<file path="src/sv/assert_macros.svh">
// Assertion macros shared by the RTL files.
// Define ASSERT_OFF to compile every assertion away.
`ifndef ASSERT_MACROS_SVH
`define ASSERT_MACROS_SVH

`ifndef ASSERT_OFF

// The consequent must hold in the same cycle as the antecedent.
`define ASSERT_SAME(label, clk, rst_n, ante, cons) \
    label: assert property (@(posedge clk) disable iff (!rst_n) (ante) |-> (cons)) \
        else $error("assertion failed in the timer queue");

// The consequent must hold in the cycle after the antecedent.
`define ASSERT_NEXT(label, clk, rst_n, ante, cons) \
    label: assert property (@(posedge clk) disable iff (!rst_n) (ante) |=> (cons)) \
        else $error("assertion failed in the timer queue");

`else

`define ASSERT_SAME(label, clk, rst_n, ante, cons)
`define ASSERT_NEXT(label, clk, rst_n, ante, cons)

`endif

`endif

</file>
<file path="src/sv/dtq_pkg.sv">
package dtq_pkg;

    localparam int DEF_QUEUE_DEPTH = 16;
    localparam int DEF_DELAY_BITS  = 16;
    localparam int IN_DELAY_BITS   = 16;
    localparam int ID_BITS         = 8;
    localparam int MAX_RESULTS     = 16;
    localparam int CNT_BITS        = $clog2(MAX_RESULTS);

    typedef enum logic
    {
        OP_ADD  = 1'b0,
        OP_TICK = 1'b1
    } op_t;

    typedef enum logic [1:0]
    {
        KIND_ACCEPTED = 2'd0,
        KIND_REJECTED = 2'd1,
        KIND_EXPIRED  = 2'd2
    } kind_t;

    typedef enum logic
    {
        ST_IDLE = 1'b0,
        ST_POP  = 1'b1
    } state_t;

    // Commands broadcast from the controller to every cell.
    typedef struct packed
    {
        logic insert;
        logic decr;
        logic pop;
    } cmd_t;

    // Status of the front and back of the chain, seen by the controller.
    typedef struct packed
    {
        logic head_valid;
        logic head_zero;
        logic next_zero;
        logic full;
    } status_t;

endpackage

</file>
<file path="src/sv/dtq_cell.sv">
module dtq_cell #(
    parameter int DELAY_BITS = dtq_pkg::DEF_DELAY_BITS
) (
    input  logic                         clk,
    input  logic                         rst_n,
    input  dtq_pkg::cmd_t                cmd,
    input  logic [DELAY_BITS-1:0]        new_rem,
    input  logic [dtq_pkg::ID_BITS-1:0]  new_id,
    input  logic                         new_flag,
    input  logic                         left_valid,
    input  logic                         left_gt,
    input  logic [DELAY_BITS-1:0]        left_rem,
    input  logic [dtq_pkg::ID_BITS-1:0]  left_id,
    input  logic                         left_flag,
    input  logic                         right_valid,
    input  logic [DELAY_BITS-1:0]        right_rem,
    input  logic [dtq_pkg::ID_BITS-1:0]  right_id,
    input  logic                         right_flag,
    output logic                         valid,
    output logic                         gt,
    output logic [DELAY_BITS-1:0]        rem,
    output logic [dtq_pkg::ID_BITS-1:0]  id,
    output logic                         flag
);

    // Each cell keeps the ticks remaining until its own expiry. The chain is
    // kept sorted, so the cells that expire later than a new entry form a tail.
    logic                        valid_reg, valid_next;
    logic [DELAY_BITS-1:0]       rem_reg, rem_next;
    logic [dtq_pkg::ID_BITS-1:0] id_reg, id_next;
    logic                        flag_reg, flag_next;

    assign gt = valid_reg && (rem_reg > new_rem);

    always_comb
    begin
        valid_next = valid_reg;
        rem_next   = rem_reg;
        id_next    = id_reg;
        flag_next  = flag_reg;
        if (cmd.insert)
        begin
            if (left_gt)
            begin
                valid_next = 1'b1;
                rem_next   = left_rem;
                id_next    = left_id;
                flag_next  = left_flag;
            end
            else if (gt || (left_valid && !valid_reg))
            begin
                valid_next = 1'b1;
                rem_next   = new_rem;
                id_next    = new_id;
                flag_next  = new_flag;
            end
        end
        else if (cmd.decr)
        begin
            if (valid_reg)
            begin
                rem_next = rem_reg - DELAY_BITS'(1);
            end
        end
        else if (cmd.pop)
        begin
            valid_next = right_valid;
            rem_next   = right_rem;
            id_next    = right_id;
            flag_next  = right_flag;
        end
    end

    always_ff @(posedge clk or negedge rst_n)
    begin
        if (!rst_n)
        begin
            valid_reg <= 1'b0;
        end
        else
        begin
            valid_reg <= valid_next;
        end
    end

    always_ff @(posedge clk)
    begin
        rem_reg  <= rem_next;
        id_reg   <= id_next;
        flag_reg <= flag_next;
    end

    assign valid = valid_reg;
    assign rem   = rem_reg;
    assign id    = id_reg;
    assign flag  = flag_reg;

endmodule

</file>
<file path="src/sv/dtq_ctrl.sv">
module dtq_ctrl (
    input  logic                         clk,
    input  logic                         rst_n,
    input  logic                         start,
    input  logic                         operation,
    input  dtq_pkg::status_t             status,
    input  logic [dtq_pkg::ID_BITS-1:0]  head_id,
    input  logic                         head_flag,
    output logic                         busy,
    output dtq_pkg::cmd_t                cmd,
    output logic                         result_valid,
    output logic [1:0]                   kind,
    output logic [dtq_pkg::ID_BITS-1:0]  expired_id,
    output logic                         expired_important,
    output logic                         last
);

    dtq_pkg::state_t               state_reg, state_next;
    logic [dtq_pkg::CNT_BITS-1:0]  cnt_reg, cnt_next;
    logic                          res_valid_reg, res_valid_next;
    dtq_pkg::kind_t                kind_reg, kind_next;
    logic [dtq_pkg::ID_BITS-1:0]   id_reg, id_next;
    logic                          imp_reg, imp_next;
    logic                          last_reg, last_next;
    logic                          pop_last;

    // The pop that hits the per-tick limit ends the tick even if more
    // entries are due; they go out on the next tick.
    assign pop_last = !status.next_zero
                      || (cnt_reg == dtq_pkg::CNT_BITS'(dtq_pkg::MAX_RESULTS - 1));

    always_comb
    begin
        state_next     = state_reg;
        cnt_next       = cnt_reg;
        cmd            = '0;
        res_valid_next = 1'b0;
        kind_next      = kind_reg;
        id_next        = id_reg;
        imp_next       = imp_reg;
        last_next      = last_reg;
        unique case (state_reg)
            dtq_pkg::ST_IDLE:
            begin
                if (start)
                begin
                    if (dtq_pkg::op_t'(operation) == dtq_pkg::OP_ADD)
                    begin
                        res_valid_next = 1'b1;
                        id_next        = '0;
                        imp_next       = 1'b0;
                        last_next      = 1'b1;
                        if (status.full)
                        begin
                            kind_next = dtq_pkg::KIND_REJECTED;
                        end
                        else
                        begin
                            kind_next  = dtq_pkg::KIND_ACCEPTED;
                            cmd.insert = 1'b1;
                        end
                    end
                    else
                    begin
                        cmd.decr   = status.head_valid && !status.head_zero;
                        cnt_next   = '0;
                        state_next = dtq_pkg::ST_POP;
                    end
                end
            end
            dtq_pkg::ST_POP:
            begin
                if (status.head_valid && status.head_zero)
                begin
                    cmd.pop        = 1'b1;
                    res_valid_next = 1'b1;
                    kind_next      = dtq_pkg::KIND_EXPIRED;
                    id_next        = head_id;
                    imp_next       = head_flag;
                    last_next      = pop_last;
                    cnt_next       = cnt_reg + dtq_pkg::CNT_BITS'(1);
                    if (pop_last)
                    begin
                        state_next = dtq_pkg::ST_IDLE;
                    end
                end
                else
                begin
                    state_next = dtq_pkg::ST_IDLE;
                end
            end
            default:
            begin
                state_next = dtq_pkg::ST_IDLE;
            end
        endcase
    end

    always_ff @(posedge clk or negedge rst_n)
    begin
        if (!rst_n)
        begin
            state_reg     <= dtq_pkg::ST_IDLE;
            cnt_reg       <= '0;
            res_valid_reg <= 1'b0;
        end
        else
        begin
            state_reg     <= state_next;
            cnt_reg       <= cnt_next;
            res_valid_reg <= res_valid_next;
        end
    end

    always_ff @(posedge clk)
    begin
        kind_reg <= kind_next;
        id_reg   <= id_next;
        imp_reg  <= imp_next;
        last_reg <= last_next;
    end

    assign busy              = (state_reg == dtq_pkg::ST_POP);
    assign result_valid      = res_valid_reg;
    assign kind              = kind_reg;
    assign expired_id        = id_reg;
    assign expired_important = imp_reg;
    assign last              = last_reg;

endmodule

</file>
<file path="src/sv/delta_timer_queue.sv">
// An add request gives its single result in the cycle after it is accepted.
// A new request can follow an add directly; a tick holds busy until its pop phase ends.
// The tick rate is set by the head cell: the chain shifts out one entry per cycle.
// Reset (rst_n low, asynchronous) empties the queue and drops any pending result.
// Results are strobed for one cycle each; the receiver cannot stall them.
// A tick pops at most 16 entries; entries still due go out on the next tick.
`include "assert_macros.svh"

module delta_timer_queue #(
    parameter int QUEUE_DEPTH = dtq_pkg::DEF_QUEUE_DEPTH,
    parameter int DELAY_BITS  = dtq_pkg::DEF_DELAY_BITS
) (
    input  logic                                clk,
    input  logic                                rst_n,
    input  logic                                start,
    output logic                                busy,
    input  logic                                operation,
    input  logic [dtq_pkg::IN_DELAY_BITS-1:0]   delay_ticks,
    input  logic [dtq_pkg::ID_BITS-1:0]         task_id,
    input  logic                                important,
    output logic                                result_valid,
    output logic [1:0]                          kind,
    output logic [dtq_pkg::ID_BITS-1:0]         expired_id,
    output logic                                expired_important,
    output logic                                last
);

    // The queue is a row of cells, head in cell 0. Rather than the relative
    // delays of a delta list, every cell holds the absolute ticks that remain
    // until its entry expires. The two forms give the same order and the same
    // expiries: a tick that lowers the head delta lowers every remaining count,
    // and an entry with a zero delta behind the head has a zero count too.
    //
    // In an add request, every cell compares its count with the new delay at
    // once, the cells that expire strictly later shift one place toward the
    // tail, and the first free or later cell takes the new entry, so ties land
    // behind existing entries.
    //
    // A tick request first lowers all counts by one unless the head is already
    // at zero, which happens when the previous tick hit its expiry limit. Then
    // the controller pops a zero head once per cycle, up to the expiry limit.

    localparam int WIDE_BITS = (DELAY_BITS > dtq_pkg::IN_DELAY_BITS)
                               ? DELAY_BITS : dtq_pkg::IN_DELAY_BITS;
    localparam logic [WIDE_BITS-1:0] DELAY_MAX =
        WIDE_BITS'((65'd1 << DELAY_BITS) - 65'd1);

    logic [WIDE_BITS-1:0]        delay_wide;
    logic [DELAY_BITS-1:0]       new_rem;

    logic [QUEUE_DEPTH-1:0]      valid_vec;
    logic [QUEUE_DEPTH-1:0]      gt_vec;
    logic [DELAY_BITS-1:0]       rem_arr  [QUEUE_DEPTH];
    logic [dtq_pkg::ID_BITS-1:0] id_arr   [QUEUE_DEPTH];
    logic [QUEUE_DEPTH-1:0]      flag_vec;

    dtq_pkg::cmd_t               cmd;
    dtq_pkg::status_t            status;

    // A zero delay counts as one tick; a delay wider than the counters
    // saturates at their largest value.
    always_comb
    begin
        delay_wide = WIDE_BITS'(delay_ticks);
        if (delay_ticks == '0)
        begin
            delay_wide = WIDE_BITS'(1);
        end
        if (delay_wide > DELAY_MAX)
        begin
            delay_wide = DELAY_MAX;
        end
    end

    assign new_rem = delay_wide[DELAY_BITS-1:0];

    genvar gi;
    generate
        for (gi = 0; gi < QUEUE_DEPTH; gi++)
        begin : g_cell
            logic                        lv, lg, lf, rv, rf;
            logic [DELAY_BITS-1:0]       lr, rr;
            logic [dtq_pkg::ID_BITS-1:0] li, ri;

            if (gi == 0)
            begin : g_head
                // The head sees a virtual occupied neighbor that never shifts.
                assign lv = 1'b1;
                assign lg = 1'b0;
                assign lr = '0;
                assign li = '0;
                assign lf = 1'b0;
            end
            else
            begin : g_body
                assign lv = valid_vec[gi-1];
                assign lg = gt_vec[gi-1];
                assign lr = rem_arr[gi-1];
                assign li = id_arr[gi-1];
                assign lf = flag_vec[gi-1];
            end

            if (gi == QUEUE_DEPTH - 1)
            begin : g_tail
                assign rv = 1'b0;
                assign rr = '0;
                assign ri = '0;
                assign rf = 1'b0;
            end
            else
            begin : g_inner
                assign rv = valid_vec[gi+1];
                assign rr = rem_arr[gi+1];
                assign ri = id_arr[gi+1];
                assign rf = flag_vec[gi+1];
            end

            dtq_cell #(
                .DELAY_BITS (DELAY_BITS)
            ) u_cell (
                .clk         (clk),
                .rst_n       (rst_n),
                .cmd         (cmd),
                .new_rem     (new_rem),
                .new_id      (task_id),
                .new_flag    (important),
                .left_valid  (lv),
                .left_gt     (lg),
                .left_rem    (lr),
                .left_id     (li),
                .left_flag   (lf),
                .right_valid (rv),
                .right_rem   (rr),
                .right_id    (ri),
                .right_flag  (rf),
                .valid       (valid_vec[gi]),
                .gt          (gt_vec[gi]),
                .rem         (rem_arr[gi]),
                .id          (id_arr[gi]),
                .flag        (flag_vec[gi])
            );
        end
    endgenerate

    assign status.head_valid = valid_vec[0];
    assign status.head_zero  = (rem_arr[0] == '0);
    assign status.next_zero  = valid_vec[1] && (rem_arr[1] == '0);
    assign status.full       = valid_vec[QUEUE_DEPTH-1];

    dtq_ctrl u_ctrl (
        .clk               (clk),
        .rst_n             (rst_n),
        .start             (start),
        .operation         (operation),
        .status            (status),
        .head_id           (id_arr[0]),
        .head_flag         (flag_vec[0]),
        .busy              (busy),
        .cmd               (cmd),
        .result_valid      (result_valid),
        .kind              (kind),
        .expired_id        (expired_id),
        .expired_important (expired_important),
        .last              (last)
    );

    // Occupied cells always form one run from the head.
    `ASSERT_SAME(a_packed_chain, clk, rst_n, 1'b1, ((valid_vec + QUEUE_DEPTH'(1)) & valid_vec) == '0)
    // A full chain never takes a new entry.
    `ASSERT_SAME(a_no_insert_full, clk, rst_n, cmd.insert, !status.full)
    // An accepted tick always enters the pop phase.
    `ASSERT_NEXT(a_tick_busy, clk, rst_n, start && !busy && operation, busy)
    // An expiry that is not the last of its tick leaves the pop phase running.
    `ASSERT_SAME(a_pop_continues, clk, rst_n,
        result_valid && (kind == dtq_pkg::KIND_EXPIRED) && !last, busy)

endmodule

</file>
<file path="config.mk">
export PLATFORM = sky130hd
export DESIGN_NAME = delta_timer_queue
export DESIGN_NICKNAME = d
export VERILOG_FILES = /design/src/sv/dtq_pkg.sv /design/src/sv/dtq_cell.sv /design/src/sv/dtq_ctrl.sv /design/src/sv/delta_timer_queue.sv
export VERILOG_INCLUDE_DIRS = /design/src /design/src/sv
export SDC_FILE = /design/constraint.sdc
export NUM_CORES = 2
export LEC_CHECK = 0
export ABC_AREA = 1
export BUFFER_PORTS_ARGS = -buffer_cell sky130_fd_sc_hd__buf_2
export CAP_MARGIN = 15
export CORE_ASPECT_RATIO = 1.1
export CORE_UTILIZATION = 35
export CTS_BUF_LIST = sky130_fd_sc_hd__clkbuf_4
export CTS_CLUSTER_SIZE = 28
export DETAILED_ROUTE_END_ITERATION = 7
export PLACE_DENSITY = 0.58
export RECOVER_POWER = 50
export SLEW_MARGIN = 25
export SYNTH_ARGS = -nofsm -noshare
export SYNTH_HDL_FRONTEND = slang
export SYNTH_SLANG_ARGS = --single-unit
</file>
<file path="constraint.sdc">
create_clock -name clk -period 5.95 [get_ports clk]
set_clock_uncertainty 0.05 [all_clocks]
set_input_delay 0.2975 -clock clk [delete_from_list [all_inputs] [get_ports clk]]
set_output_delay 0.2975 -clock clk [all_outputs]
set_load 0.03 [all_outputs]
</file>
==> impl_metrics.tcl <==
set metrics [dict create \
    hpwl_um 76500 \
    place.gp.congestion 0.857 \
    portBuffers 42 \
    drt-initial-drc-count 3045 \
    antenna_found_initial 2 \
    dieArea_um2 98400 \
    post_cts_buffers 0 \
    fp.dieH_um 329 \
    rsz0062_at_grt "no" \
    drc 0 \
    drive_gt1_frac 0.0657 \
    firstDrtPassIters 6 \
    relSlewSlack -0.386 \
    power_density_nw_per_um2 212 \
    endpoint_kind "flip-flop" \
    violations "capacitance limit, slew limit" \
    startpoint_type "primary input" \
    grt_max_degree 199 \
    area.growth.synth_to_final_pct 9.19 \
    status "complete, but fails checks" \
    io_pins 43 \
    track_usage 0.229 \
    clk_latency_ps 1030 \
    multiInputGateArea_um2 18500 \
    synthesis.instances 4541 \
    hold_class "in2reg" \
    nets 4852 \
    setup_viol 0 \
    grt_overflow_total 0 \
    total_power_uw 7870 \
    start_util 0.354 \
    vias 31900 \
    critPathKind "in2reg" \
    yosysTopAreaCellShare 0.364 \
    die_w_um 299 \
    cts-root-buf "clkbuf_4" \
    syn_area_um2 34000 \
    synthDistinctLibCells 38 \
    rows 119 \
    hold_viol_final 0 \
    yosys.area.top_type "edfxtp_1" \
    numCtsBuffers 135 \
    period_needed_ps 4900 \
    vias_per_cell 5.38 \
    fmax_mhz 204 \
    fin_tns_setup_ps 0 \
    slew_violations 154 \
    yosysWarnings 0 \
    fp.coreArea_um2 96000 \
    grt_pass1_wl_um 176000 \
    synth-seq-cells 434 \
    cts_tree "built" \
    tightest_slew_ps 2080 \
    arrival_ps 5550 \
    ant_nets 0 \
    synth.area.top_cells "edfxtp_1 (36%), nand2_1 (12%), ha_1 (9.5%)" \
    fin_crit_sh 0.824 \
    cp.required_ps 6600 \
    clk_pin_slew_ps 70 \
    avgSynthCellArea_um2 7.49 \
    num-fill-cells 10000 \
    layout.area.seq_um2 12900 \
    yosysSeqAreaShare 0.380 \
    ir_drop_mv 0.117 \
    maxCapViolations 4 \
    synth_fp_nets 4827 \
    clkSinkCount 434 \
    clk_path_buf_depth 3 \
    wirelength_um 114000 \
    final_util 0.387 \
    wl_per_cell_um 19.2 \
    grt_pass1_vias 29800 \
    power.leakage_uw 0.0160 \
    htree_levels 4 \
    crit_fanout 49 \
    largest_reg_flops 256 \
]
[layout make-up]
type                    instances  share of cell area
repair buffers                133              0.0257
diodes                          2            0.000135
clock buffers                 184              0.0372
flip-flops and latches        434               0.348
multi-input cells            3482               0.499
clock inverters                47             0.00795
inverters                     380              0.0387
well taps                    1270              0.0428
[metrics by stage]
step / hold slack, ps / setup WS [ps] / cell area, um^2 / std cells
finish: 124 / 1050 / 37100 / 5932
CTS: 6.57 / 1960 / 37300 / 5930
global placement: 400 / 1630 / 35200 / 5668
global route: 51.0 / 840 / 37100 / 5932
floorplan: -48.1 / 1940 / 34000 / 4541
detailed placement: 386 / 1900 / 35300 / 5668
[path summary, 6_finish.rpt]
| path | slack, ps | cells after the start | to | from |
|---|---|---|---|---|
| setup reg to reg | 1050 | 12 | g_cell[15].u_cell.id[1] | g_cell[0].u_cell.rem[0] |
| hold / removal | 120 | 4 | g_cell[0].u_cell.rem[2] | delay_ticks[2] |
| min in group asynchronous | 1130 | 4 | g_cell[0].u_cell.valid | rst_n |
| max in group asynchronous | 3470 | 4 | g_cell[14].u_cell.valid | rst_n |
| hold reg to reg | 460 | 2 | g_cell[12].u_cell.flag | g_cell[13].u_cell.flag |
| setup / recovery | 1050 | 17 | g_cell[10].u_cell.rem[8] | delay_ticks[8] |
[worst max-delay path: stages]
cell           delay (ps)
dlygate4sd3_1         520
clkbuf_1              910
clkinv_1              250
nand4_1               130
nor2_1                 60
a21oi_2               130
inv_1                 230
clkbuf_1              550
ha_1                  490
nand4_1               110
nor2_1                250
nor2_1                 90
nand2_1                90
clkbuf_2              760
inv_1                 220
nor2_1                310
o21ai_1               120
[cells in the mapped netlist]
master / n
nor2_2: 4
clkinv_1: 9
nand2_2: 2
nand3b_1: 2
a31oi_1: 13
nor3_1: 21
inv_1: 363
and3_1: 2
o211ai_1: 98
o31ai_1: 11
nand3_1: 148
buf_1: 26
inv_2: 8
a21o_1: 16
nor2_1: 394
xnor2_1: 17
o21ai_0: 547
nor4_1: 4
mux2_2: 1
o21a_1: 1
nand2_4: 1
xor2_1: 150
nand3_2: 1
or2_2: 11
nor2_4: 1
clkbuf_1: 154
ha_1: 257
o21ai_1: 96
dfrtp_1: 22
buf_2: 43
edfxtp_1: 412
or2_0: 1
a21oi_1: 500
buf_4: 7
o22ai_1: 16
nand2_1: 1124
nand4_1: 43
buf_6: 15
[where the power goes]
| group | internal [uW] | total (uW) | switching (uW) |
|---|---|---|---|
| logic | 361 | 1210 | 849 |
| registers | 3450 | 3580 | 130 |
| clock network | 1570 | 3090 | 1520 |
| total | 5380 | 7870 | 2500 |
[cell usage in the layout, fill, tap and decap left out, types with 21 or more instances in the layout]
cell	instances
dfrtp_1	22
clkinv_1	35
inv_1	364
clkbuf_4	184
dlygate4sd3_1	30
xor2_1	150
o21ai_0	582
edfxtp_1	412
buf_4	43
nand4_1	43
nand2_1	1125
nor2_1	397
nor3_1	21
a21oi_1	499
clkbuf_1	27
o21ai_1	61
o211ai_1	98
buf_2	26
ha_1	257
nand3_1	149
[repair_timing]
action | in CTS | in global routing
endpoints found under the hold margin | 208 | 0
hold buffers | 31 | 0
gates resized for setup | 0 | 0
[routing by layer]
layer,part of all wire,GRT usage
met1,0.44,0.310
met2,0.46,0.372
met3,0.069,0.0350
met5,0,0
met4,0.027,0.0719
[cells by family after synthesis]
kind of cell	count (synthesis)	share of synthesized area
adder cells (fa/ha/maj)	257	0.0946
buffers and inverters	625	0.0746
AO/OA/AOI/OAI	1298	0.201
AND/OR/NAND/NOR	1759	0.206
flip-flops	434	0.380
XOR/XNOR	167	0.0430
multiplexers	1	0.000331
Note: power is estimated with default switching activity, not from simulation.
